### src/rtl/ffr_pkg.sv
// Package for the fixed-length frame receiver: payload widths, register
// indexes, shared structs and the bar-level function. Depends on nothing.
package ffr_pkg;

  // Field widths.
  localparam int unsigned ByteW   = 8;
  localparam int unsigned BarW    = 5;
  localparam int unsigned CountW  = 16;
  localparam int unsigned PosW    = 6;
  localparam int unsigned CfgIdxW = 2;

  // Configuration register indexes.
  localparam logic [CfgIdxW-1:0] CfgStartByte    = 2'd0;
  localparam logic [CfgIdxW-1:0] CfgEndByte      = 2'd1;
  localparam logic [CfgIdxW-1:0] CfgBoardAddress = 2'd2;

  // Register reset values.
  localparam logic [ByteW-1:0] StartByteRst    = 8'hFE;
  localparam logic [ByteW-1:0] EndByteRst      = 8'hFF;
  localparam logic [ByteW-1:0] BoardAddressRst = 8'h00;

  // Frame positions of the bytes that are kept.
  localparam logic [PosW-1:0] PosAddress = 6'd2;
  localparam logic [PosW-1:0] PosCommand = 6'd3;
  localparam logic [PosW-1:0] PosPayload = 6'd4;

  // Bar scaling: 27 segments for 100 percent.
  localparam logic [BarW-1:0]  BarFull    = 5'd27;
  localparam logic [ByteW-1:0] BarPercent = 8'd100;
  // 27/100 as a fixed-point reciprocal; exact floor for every payload up to 100.
  localparam int unsigned      BarShift   = 19;
  localparam logic [17:0]      BarRecip   = 18'd141561;
  localparam int unsigned      BarProdW   = 26;

  // Current configuration register values.
  typedef struct packed {
    logic [ByteW-1:0] start_byte;
    logic [ByteW-1:0] end_byte;
    logic [ByteW-1:0] board_address;
  } cfg_t;

  // One result transaction.
  typedef struct packed {
    logic              frame_bad;
    logic [ByteW-1:0]  command;
    logic [ByteW-1:0]  payload;
    logic [BarW-1:0]   bar_level;
    logic [CountW-1:0] good_count;
  } result_t;

  // Bar level: full above 100 percent, otherwise floor(p * 27 / 100).
  function automatic logic [BarW-1:0] bar_of(input logic [ByteW-1:0] p);
    logic [BarProdW-1:0] prod;
    prod = BarProdW'(p) * BarProdW'(BarRecip);
    if (p > BarPercent) begin
      return BarFull;
    end
    return BarW'(prod >> BarShift);
  endfunction

endpackage

### src/rtl/ffr_in_if.sv
// Byte input channel of the frame receiver.
// Depends on ffr_pkg for the byte width.
interface ffr_in_if;
  logic                     valid;
  logic                     ready;
  logic [ffr_pkg::ByteW-1:0] rx_byte;

  modport source (output valid, output rx_byte, input ready);
  modport sink (input valid, input rx_byte, output ready);
endinterface

### src/rtl/ffr_out_if.sv
// Result channel of the frame receiver.
// Depends on ffr_pkg for the field widths.
interface ffr_out_if;
  logic                      valid;
  logic                      ready;
  logic                      frame_bad;
  logic [ffr_pkg::ByteW-1:0]  command;
  logic [ffr_pkg::ByteW-1:0]  payload;
  logic [ffr_pkg::BarW-1:0]   bar_level;
  logic [ffr_pkg::CountW-1:0] good_count;

  modport source (output valid, output frame_bad, output command, output payload,
                  output bar_level, output good_count, input ready);
  modport sink (input valid, input frame_bad, input command, input payload,
                input bar_level, input good_count, output ready);
endinterface

### src/rtl/ffr_cfg_if.sv
// Configuration write channel of the frame receiver.
// Depends on ffr_pkg for the index and data widths.
interface ffr_cfg_if;
  logic                       valid;
  logic                       ready;
  logic [ffr_pkg::CfgIdxW-1:0] index;
  logic [ffr_pkg::ByteW-1:0]   data;

  modport source (output valid, output index, output data, input ready);
  modport sink (input valid, input index, input data, output ready);
endinterface

### src/rtl/ffr_cfg_regs.sv
// Configuration registers of the frame receiver: start byte, end byte and
// board address. Depends on ffr_pkg and ffr_cfg_if.
module ffr_cfg_regs (
  input  logic          clk_i,
  input  logic          rst_ni,
  ffr_cfg_if.sink       cfg_i,
  output ffr_pkg::cfg_t cfg_o
);

  ffr_pkg::cfg_t cfg_d, cfg_q;
  logic          wr_en;

  // Writes are always taken; an unknown index is dropped.
  assign cfg_i.ready = 1'b1;
  assign wr_en       = cfg_i.valid;

  always_comb begin
    cfg_d = cfg_q;
    if (wr_en) begin
      case (cfg_i.index)
        ffr_pkg::CfgStartByte:    cfg_d.start_byte    = cfg_i.data;
        ffr_pkg::CfgEndByte:      cfg_d.end_byte      = cfg_i.data;
        ffr_pkg::CfgBoardAddress: cfg_d.board_address = cfg_i.data;
        default:                  cfg_d = cfg_q;
      endcase
    end
  end

  always_ff @(posedge clk_i or negedge rst_ni) begin
    if (!rst_ni) begin
      cfg_q.start_byte    <= ffr_pkg::StartByteRst;
      cfg_q.end_byte      <= ffr_pkg::EndByteRst;
      cfg_q.board_address <= ffr_pkg::BoardAddressRst;
    end else begin
      cfg_q <= cfg_d;
    end
  end

  assign cfg_o = cfg_q;

endmodule

### src/rtl/ffr_parser.sv
// Frame parser: tracks the frame position, keeps the address, command and
// payload bytes and forms the result on the closing byte. Depends on ffr_pkg.
module ffr_parser #(
  parameter int unsigned FRAME_LEN = 8
) (
  input  logic                      clk_i,
  input  logic                      rst_ni,
  input  logic                      step_i,
  input  logic [ffr_pkg::ByteW-1:0] byte_i,
  input  ffr_pkg::cfg_t             cfg_i,
  output logic                      res_valid_o,
  output ffr_pkg::result_t          res_o
);

  localparam logic [ffr_pkg::PosW-1:0] LastPos = ffr_pkg::PosW'(FRAME_LEN - 1);

  logic                        in_frame_d, in_frame_q;
  logic [ffr_pkg::PosW-1:0]    pos_d, pos_q;
  logic [ffr_pkg::ByteW-1:0]   addr_d, addr_q;
  logic [ffr_pkg::ByteW-1:0]   cmd_d, cmd_q;
  logic [ffr_pkg::ByteW-1:0]   pay_d, pay_q;
  logic [ffr_pkg::CountW-1:0]  good_d, good_q;
  logic                        bad;

  // The closing byte is checked against the end byte and the address kept.
  assign bad = !((byte_i == cfg_i.end_byte) && (addr_q == cfg_i.board_address));

  // Next state for one byte.
  always_comb begin
    in_frame_d  = in_frame_q;
    pos_d       = pos_q;
    addr_d      = addr_q;
    cmd_d       = cmd_q;
    pay_d       = pay_q;
    good_d      = good_q;
    res_valid_o = 1'b0;
    if (step_i) begin
      if (!in_frame_q) begin
        if (byte_i == cfg_i.start_byte) begin
          in_frame_d = 1'b1;
          pos_d      = ffr_pkg::PosW'(1);
        end
      end else begin
        if (pos_q == ffr_pkg::PosAddress) begin
          addr_d = byte_i;
        end else if (pos_q == ffr_pkg::PosCommand) begin
          cmd_d = byte_i;
        end else if (pos_q == ffr_pkg::PosPayload) begin
          pay_d = byte_i;
        end
        if (pos_q != LastPos) begin
          pos_d = pos_q + ffr_pkg::PosW'(1);
        end else begin
          res_valid_o = 1'b1;
          in_frame_d  = 1'b0;
          pos_d       = '0;
          if (!bad) begin
            good_d = good_q + ffr_pkg::CountW'(1);
          end
        end
      end
    end
  end

  // Result fields; only meaningful while res_valid_o is high.
  always_comb begin
    res_o.frame_bad  = bad;
    res_o.command    = cmd_q;
    res_o.payload    = pay_q;
    res_o.bar_level  = ffr_pkg::bar_of(pay_q);
    res_o.good_count = good_d;
  end

  always_ff @(posedge clk_i or negedge rst_ni) begin
    if (!rst_ni) begin
      in_frame_q <= 1'b0;
      pos_q      <= '0;
      addr_q     <= '0;
      cmd_q      <= '0;
      pay_q      <= '0;
      good_q     <= '0;
    end else begin
      in_frame_q <= in_frame_d;
      pos_q      <= pos_d;
      addr_q     <= addr_d;
      cmd_q      <= cmd_d;
      pay_q      <= pay_d;
      good_q     <= good_d;
    end
  end

endmodule

### src/rtl/ffr_out_stage.sv
// Result register of the frame receiver that drives the result channel.
// Depends on ffr_pkg and ffr_out_if.
module ffr_out_stage (
  input  logic             clk_i,
  input  logic             rst_ni,
  input  logic             load_i,
  input  ffr_pkg::result_t res_i,
  output logic             space_o,
  ffr_out_if.source        res_o
);

  logic             valid_d, valid_q;
  ffr_pkg::result_t res_q;

  // The register can take a new result when empty or being drained.
  assign space_o = !valid_q || res_o.ready;
  assign valid_d = load_i || (valid_q && !res_o.ready);

  always_ff @(posedge clk_i or negedge rst_ni) begin
    if (!rst_ni) begin
      valid_q <= 1'b0;
    end else begin
      valid_q <= valid_d;
    end
  end

  // Payload needs no reset.
  always_ff @(posedge clk_i) begin
    if (load_i) begin
      res_q <= res_i;
    end
  end

  assign res_o.valid      = valid_q;
  assign res_o.frame_bad  = res_q.frame_bad;
  assign res_o.command    = res_q.command;
  assign res_o.payload    = res_q.payload;
  assign res_o.bar_level  = res_q.bar_level;
  assign res_o.good_count = res_q.good_count;

endmodule

### src/rtl/fixed_frame_receiver.sv
// Fixed-length frame receiver top level: input register, parser, result register.
// Depends on ffr_pkg, the channel interfaces, ffr_cfg_regs, ffr_parser, ffr_out_stage.
//
// The block takes one byte per cycle on rx_i unless it stalls. Bytes are ignored
// until the start byte, which opens a frame of FRAME_LEN bytes counted from
// the start byte itself; bytes 2, 3 and 4 of the frame are kept as address,
// command and payload. The closing byte yields one transaction on res_o
// after it passes first the input register and then the single-pass
// parser into the result register. While a result waits on res_o, the
// next byte is still taken into the input register; the input stalls
// only when both registers are full. Configuration writes on cfg_i are
// taken every cycle.
module fixed_frame_receiver #(
  parameter int unsigned FRAME_LEN = 8
) (
  input  logic      clk_i,
  input  logic      rst_ni,
  ffr_in_if.sink    rx_i,
  ffr_out_if.source res_o,
  ffr_cfg_if.sink   cfg_i
);

  ffr_pkg::cfg_t             cfg;
  ffr_pkg::result_t          res;
  logic                      res_valid;
  logic                      out_space;
  logic                      step;
  logic                      in_valid_d, in_valid_q;
  logic [ffr_pkg::ByteW-1:0] in_byte_q;
  logic                      rx_take;

  // Input register: the byte moves on whenever the result register has room.
  assign step       = in_valid_q && out_space;
  assign rx_i.ready = !in_valid_q || out_space;
  assign rx_take    = rx_i.valid && rx_i.ready;
  assign in_valid_d = rx_take || (in_valid_q && !step);

  always_ff @(posedge clk_i or negedge rst_ni) begin
    if (!rst_ni) begin
      in_valid_q <= 1'b0;
    end else begin
      in_valid_q <= in_valid_d;
    end
  end

  always_ff @(posedge clk_i) begin
    if (rx_take) begin
      in_byte_q <= rx_i.rx_byte;
    end
  end

  ffr_cfg_regs u_cfg_regs (
    .clk_i  (clk_i),
    .rst_ni (rst_ni),
    .cfg_i  (cfg_i),
    .cfg_o  (cfg)
  );

  ffr_parser #(
    .FRAME_LEN (FRAME_LEN)
  ) u_parser (
    .clk_i       (clk_i),
    .rst_ni      (rst_ni),
    .step_i      (step),
    .byte_i      (in_byte_q),
    .cfg_i       (cfg),
    .res_valid_o (res_valid),
    .res_o       (res)
  );

  ffr_out_stage u_out_stage (
    .clk_i   (clk_i),
    .rst_ni  (rst_ni),
    .load_i  (res_valid),
    .res_i   (res),
    .space_o (out_space),
    .res_o   (res_o)
  );

endmodule
### src/flat_wrapper.sv
// flat-port wrapper written by rule: the top's interface ports become plain ports
module fixed_frame_receiver_flat 
#(
  parameter int unsigned FRAME_LEN = 8
)
  (clk_i, rst_ni, rx_i_valid, rx_i_rx_byte, rx_i_ready, res_o_valid, res_o_frame_bad, res_o_command, res_o_payload, res_o_bar_level, res_o_good_count, res_o_ready, cfg_i_valid, cfg_i_index, cfg_i_data, cfg_i_ready);
  ffr_in_if rx_i_i ();
  ffr_out_if res_o_i ();
  ffr_cfg_if cfg_i_i ();
  input  logic clk_i;
  input  logic rst_ni;
  input wire logic [$bits(rx_i_i.valid)-1:0] rx_i_valid;
  input wire logic [$bits(rx_i_i.rx_byte)-1:0] rx_i_rx_byte;
  output wire logic [$bits(rx_i_i.ready)-1:0] rx_i_ready;
  output wire logic [$bits(res_o_i.valid)-1:0] res_o_valid;
  output wire logic [$bits(res_o_i.frame_bad)-1:0] res_o_frame_bad;
  output wire logic [$bits(res_o_i.command)-1:0] res_o_command;
  output wire logic [$bits(res_o_i.payload)-1:0] res_o_payload;
  output wire logic [$bits(res_o_i.bar_level)-1:0] res_o_bar_level;
  output wire logic [$bits(res_o_i.good_count)-1:0] res_o_good_count;
  input wire logic [$bits(res_o_i.ready)-1:0] res_o_ready;
  input wire logic [$bits(cfg_i_i.valid)-1:0] cfg_i_valid;
  input wire logic [$bits(cfg_i_i.index)-1:0] cfg_i_index;
  input wire logic [$bits(cfg_i_i.data)-1:0] cfg_i_data;
  output wire logic [$bits(cfg_i_i.ready)-1:0] cfg_i_ready;
  assign rx_i_i.valid = rx_i_valid;
  assign rx_i_i.rx_byte = rx_i_rx_byte;
  assign rx_i_ready = rx_i_i.ready;
  assign res_o_valid = res_o_i.valid;
  assign res_o_frame_bad = res_o_i.frame_bad;
  assign res_o_command = res_o_i.command;
  assign res_o_payload = res_o_i.payload;
  assign res_o_bar_level = res_o_i.bar_level;
  assign res_o_good_count = res_o_i.good_count;
  assign res_o_i.ready = res_o_ready;
  assign cfg_i_i.valid = cfg_i_valid;
  assign cfg_i_i.index = cfg_i_index;
  assign cfg_i_i.data = cfg_i_data;
  assign cfg_i_ready = cfg_i_i.ready;
  fixed_frame_receiver #(.FRAME_LEN(FRAME_LEN)) u_core (.clk_i(clk_i), .rst_ni(rst_ni), .rx_i(rx_i_i), .res_o(res_o_i), .cfg_i(cfg_i_i));
endmodule
### config.mk
export PLATFORM = sky130hd
export DESIGN_NAME = fixed_frame_receiver_flat
export DESIGN_NICKNAME = d
export VERILOG_FILES = /design/src/rtl/ffr_pkg.sv /design/src/rtl/ffr_in_if.sv /design/src/rtl/ffr_out_if.sv /design/src/rtl/ffr_cfg_if.sv /design/src/rtl/ffr_cfg_regs.sv /design/src/rtl/ffr_parser.sv /design/src/rtl/ffr_out_stage.sv /design/src/rtl/fixed_frame_receiver.sv /design/src/flat_wrapper.sv
export SDC_FILE = /design/constraint.sdc
export NUM_CORES = 1
export LEC_CHECK = 0
export ABC_AREA = 1
export BUFFER_PORTS_ARGS = -buffer_cell sky130_fd_sc_hd__clkbuf_2
export CAP_MARGIN = 20
export CORE_ASPECT_RATIO = 0.5
export CORE_MARGIN = 3
export CORE_UTILIZATION = 47
export CTS_CLUSTER_DIAMETER = 40
export DETAILED_ROUTE_END_ITERATION = 8
export PLACE_DENSITY = 0.64
export SLEW_MARGIN = 20
export SYNTH_ARGS = -nofsm -noshare
export SYNTH_HDL_FRONTEND = slang
export SYNTH_HIERARCHICAL = 1
export SYNTH_SLANG_ARGS = --single-unit
### constraint.sdc
create_clock -name clk_i -period 6.8 [get_ports clk_i]
set_input_delay 1.36 -clock clk_i [delete_from_list [all_inputs] [get_ports clk_i]]
set_output_delay 1.36 -clock clk_i [all_outputs]
set_load 0.02 [all_outputs]
======== Yosys cells after proc, flatten, opt, wreduce, memory -nomap -nowiden ========
Index checks and enable logic that the tools add are counted.
storage, ports and cells
  register bits ........................... 119
  input bits .............................. 23
  output and inout port bits .............. 41
  logic and storage cells ................. 71
operators by class
  add/sub/neg operators ................... 2
  multipliers ............................. 1
  order comparisons ....................... 1
  eq/ne operators ......................... 9
  multiplexer cells ....................... 16
  bitwise operators ....................... 2
  reductions and logical operators ........ 23
operators by type and width
  operator                 count
  $mux W16                 4
  $eq A8 B8 Y1             3
  $mul A8 B18 Y24 const B  1
  $mux W6                  3
  $add A16 B1 Y16 const B  1
  $eq A6 B2 Y1 const B     2
  $mux W5                  2
  $gt A8 B7 Y1 const B     1
  $reduce_and A2 Y1        4
  $mux W1                  7
  $add A6 B1 Y6 const B    1
  $eq A6 B3 Y1 const B     1
  $ne A6 B3 Y1 const B     1
  $logic_and A1 B1 Y1      5
  $logic_not A1 Y1         5
  $reduce_and A5 Y1        1
  $logic_or A1 B1 Y1       4
  $reduce_and A4 Y1        1
  $reduce_and A3 Y1        1
  $eq A2 B1 Y1 const B     1
  $eq A2 B2 Y1 const B     1
  $logic_not A2 Y1         1
  $not A1 Y1               2
  $reduce_bool A2 Y1       1

======== Longest topological paths before layout ========
  depth after elaboration ................. 6
  mapped depth ............................ 20
  depth with buffers taken out ............ 20

======== Modules after synthesis ========
The synthesis kept the hierarchy.
modules (own cells, without submodules)
  module                instances  cells each  area each (µm²)  seq. area each (µm²)
  ffr_parser            1          629         4620.7           1176.1
  ffr_out_stage         1          43          1186.1           1166.1
  ffr_cfg_regs          1          109         1077.3           619.3
  fixed_frame_receiver  1          16          292.8            265.3

======== Least setup slack after synthesis ========
No wires, ideal clock.
  path type ............................... in2reg
  start ................................... in res_o_ready
  end ..................................... reg u_core.u_out_stage.res_q, in the netlist u_core/u_out_stage/res_o.good_count[14], data pin
  setup time .............................. 252 ps
  data arrival time ....................... 4093 ps
  data required time ...................... 6548 ps
  path slack .............................. 2455 ps
  stages on the path ...................... 12
  buffers on the path ..................... 1
  cells stage by stage .................... inv_1 -> nand2_2 -> nand2_1 -> inv_1 -> nand2_1 -> nor3_2 -> inv_2 -> nor2_8 -> buf_8 -> nand4_1 -> nand2_1 -> inv_1
RTL lines
  item                  line                 RTL
  from (decl)           flat_wrapper.sv:21   input wire logic [$bits(res_o_i.ready)-1:0] res_o_ready;
  to (signal assigned)  ffr_out_stage.sv:30  res_q <= res_i;
  to (decl)             ffr_out_stage.sv:13  ffr_pkg::result_t res_q;

==> results.yml <==
power:
  p_switching_uw: 801.3
  p_leak_uw: 0.004305
  power_frac_clock_pct: 37.0
  swShare_pct: 33.18
  ir_drop_mv: 0.1467
  p_int_uw: 1613
  powerDensity_mw_per_mm2: 292.5
  seqPwrFrac_pct: 38.5
  total_power_uw: 2415
  power_frac_comb_pct: 24.5
placement:
  hpwl_mm: 10.85
  numPortBuffers: 62
  place_area_mm2: 0.007662
  gp_congestion: 0.8714
routing:
  wl_per_cell_um: 13.56
  drt-total-wl_mm: 14.64
  dr.pass1.iters: 5
  drcViolationCount: 0
  routed.top_layer: "met4"
  drtAntennaViolNets: 0
  routed-wl-met2_mm: 6.603
  route.met3.wl_um: 481
  drt_iter0_markers: 319
  vias: 5263
  vias_per_cell: 4.873
  wl_met1_mm: 7.440
global_route:
  grt_max_degree: 74
  antenna_found_initial: 0
  grt_overflow_total: 0
  grt.total_usage_pct: 18.18
  grt_pass1_vias: 5053
  grt_pass1_wl_mm: 24.41
layout:
  final_cell_area_mm2: 0.008255
  finalNetCount: 977
  area_growth_pct: 15.03
  diodes: 0
  multi_input_area_mm2: 0.003344
  seq_area_mm2: 0.003227
  drive_gt1_share_pct: 15.99
  fillCellCount: 1316
synthesis:
  syn_area_per_cell_um2: 9.005
  async_reset_ff_share_pct: 61.34
  ys_top_cells_by_area: "dfrtp_1 (20%), edfxtp_1 (19%), nand2_1 (11%), ha_1 (11%), inv_1 (6.6%)"
  synth-edff-count: 46
  synth_cell_type_count: 39
  ys_warn_count: 6
  yosys.area.top_type_share_pct: 20.22
  yosysTopAreaCell: "dfrtp_1"
  ys_seq_area_share_pct: 44.96
  syn_inst: 797
  synth_fp_nets: 905
  synth_flop_cell: "dfrtp_1"
  ys_ff_latch: 119
  syn_area_mm2: 0.007177
worst_hold_path:
  min_path_type: "reg2reg"
  hold_path_startpoint: "u_core/u_parser/cmd_q[3]"
  hold_path_depth: 0
  min_to: "u_core/u_out_stage/res_o.command[3]"
outcome:
  status: "finished clean"
critical_path:
  r2r_end: "u_core/u_out_stage/res_o.bar_level[0]"
  critPathMaxFanout: 12
  critPathCaptureType: "flip-flop"
  reg2reg_slack_ns: 2.64
  start_kind: "flip-flop"
  critPathArrivalTime_ns: 4.32
  regToRegStartpoint: "u_core/u_parser/pay_q[6]"
  critPathRequiredTime_ns: 6.96
  path_class: "reg2reg"
  ff2ff_path_depth: 18
sta:
  slew_violations: 0
  worstMarginPinSlew_ns: 0.9475
  hold_viol_final: 0
  min_period_ns: 4.163
  max_slew_margin_pct: 36.84
  timing.fmax_mhz: 240.2
  holdWs_ns: 0.4483
  grt_setup_unrepaired: "false"
  tns_ns: 0
  post-route-period-util_pct: 61.21
  setup_violations: 0
  worst_clock_skew_ns: 0.01142
run:
  cap_violations: 0
floorplan:
  io_pins: 64
  start_util_pct: 48.82
  rows: 31
  fp.coreArea_mm2: 0.01470
  die_w_um: 180.8
  fp.dieH_um: 93.38
  die-area_mm2: 0.01688
cts:
  cts_tree: "built"
  cts_resized: 0
  cts_buffers: 17
  post-cts-setup-buffers: 0
  cts_sinks: 119
  cts-root-buf: "clkbuf_16"
  cts_hold_buf: 0
  clk_path_buf_depth: 2
  cts.reportedPaths.clkPinSlew_ns: 0.06
  insertion_delay_ns: 0.41
  cts_max_level: 4
-- cells by family (layout without fill, tap and decap cells) --
group / count (synthesis) / in the layout / share of synthesized area, %
XOR/XNOR: 11 / 11 / 1.342
flip-flops: 119 / 119 / 44.96
AO/OA/AOI/OAI: 78 / 78 / 5.945
AND/OR/NAND/NOR: 354 / 354 / 21.95
other: 1 / 1 / 0.05225
adder cells (fa/ha/maj): 85 / 85 / 17.22
buffers and inverters: 149 / 234 / 8.525
-- stage by stage --
step | std cells | worst slack, ns | util, %
after global routing | 1080 | 2.322 | 56.16
after CTS | 1080 | 2.647 | 56.16
after floorplan | 797 | 2.455 | -
after detailed placement | 1048 | 2.658 | 52.12
final | 1080 | 2.637 | 56.16
after global placement | 1048 | 2.762 | 52.12
-- power by group through the flow --
stage               combinational, µW  sequential (µW)  clock (µW)
global route                      694              945         946
CTS                               598              930         915
floorplan                         451              923           0
global placement                  580              942           0
finish                            592              930         893
detailed placement                586              943           0
-- worst max-delay path, stage by stage, from the launching register on --
cell and delay [ns]:
dfrtp_1 0.64, fa_1 0.54, inv_1 0.12, nand2_1 0.06, nand2_1 0.10, inv_1 0.06, ha_1 0.18, a21oi_1 0.15
fa_1 0.45, inv_1 0.09, fa_1 0.39, ha_1 0.36, a21o_1 0.20, a31oi_1 0.21, nor2_1 0.07, nor2_1 0.13
nand2_1 0.07, nand2_1 0.05, nand3_1 0.05
-- state kept, by name, indices dropped and copies added (netlist names), 8 cells and up --
signal / count
u_core/u_out_stage/res_o.command: 8
u_core/u_out_stage/res_o.payload: 8
u_core/in_byte_q: 8
u_core/u_parser/good_q: 16
u_core/u_cfg_regs/cfg_o: 24
u_core/u_parser/addr_q: 8
u_core/u_parser/cmd_q: 8
u_core/u_out_stage/res_o.good_count: 16
u_core/u_parser/pay_q: 8
-- layer usage --
layer | vias to the layer above | GRT usage, %
met2 | 63 | 28.34
met1 | 2469 | 25.66
met3 | 10 | 4.157
met5 | - | 0
li1 | 2721 | -
met4 | 0 | 5.233
-- area by class of cell --
type                       count  share of cell area, %
clock buffer                  17                  5.153
tap                          198                  3.001
multi-input combinational    529                  40.51
timing repair buffer          64                  3.941
inverter                     138                  6.275
clock inverter                15                  2.031
sequential                   119                  39.09
-- placed cells by master, fill, tap and decap left out, types with 2 or more instances in the layout --
cell type	Yosys	routed
o21ai_1	2	2
inv_6	0	3
a21oi_1	16	16
clkinvlp_4	0	2
dfrtp_1	58	58
clkbuf_2	0	61
inv_2	11	11
a211oi_1	2	2
inv_1	127	127
nand3_1	35	35
dfstp_2	15	15
nor3_1	5	5
nand4_1	29	29
buf_4	3	2
clkbuf_16	0	17
o21bai_1	3	3
edfxtp_1	46	46
xnor2_1	6	6
nor2_2	3	3
nor2_1	53	53
ha_1	62	62
fa_1	23	23
xor2_1	5	5
clkinv_4	0	4
bufinv_16	0	2
o21ai_0	43	43
nand3_4	2	2
a21o_1	5	5
nand2_1	211	211
nor2_8	2	2
a31oi_1	5	5
inv_8	0	2
nand2_2	6	6
or2_2	2	2
-- how the worst max path moves through the flow --
stage,from,to,slack (ns),cells past startpoint
after floorplan,res_o_ready,u_core/u_out_stage/res_o.good_count[14],2.46,12
after global placement,u_core/u_parser/pay_q[6],u_core/u_out_stage/res_o.bar_level[0],2.76,16
after detailed placement,u_core/u_parser/pay_q[6],u_core/u_out_stage/res_o.bar_level[0],2.66,18
after CTS,u_core/u_parser/pay_q[6],u_core/u_out_stage/res_o.bar_level[0],2.65,18
after global routing,u_core/u_parser/pay_q[6],u_core/u_out_stage/res_o.bar_level[0],2.32,18
final,u_core/u_parser/pay_q[6],u_core/u_out_stage/res_o.bar_level[0],2.64,18
-- synth_stat cells, drive strengths merged, types with 2 or more instances --
cell and instances:
a211oi 2, a21o 5, a21oi 16, a31oi 5, buf 8, clkbuf 3, dfrtp 58, dfstp 15
edfxtp 46, fa 23, ha 62, inv 138, nand2 218, nand3 37, nand4 29, nor2 59
nor3 6, nor4 2, o21ai 46, o21bai 3, or2 2, xnor2 6, xor2 5
No activity file was read; power rests on OpenSTA's default activity.
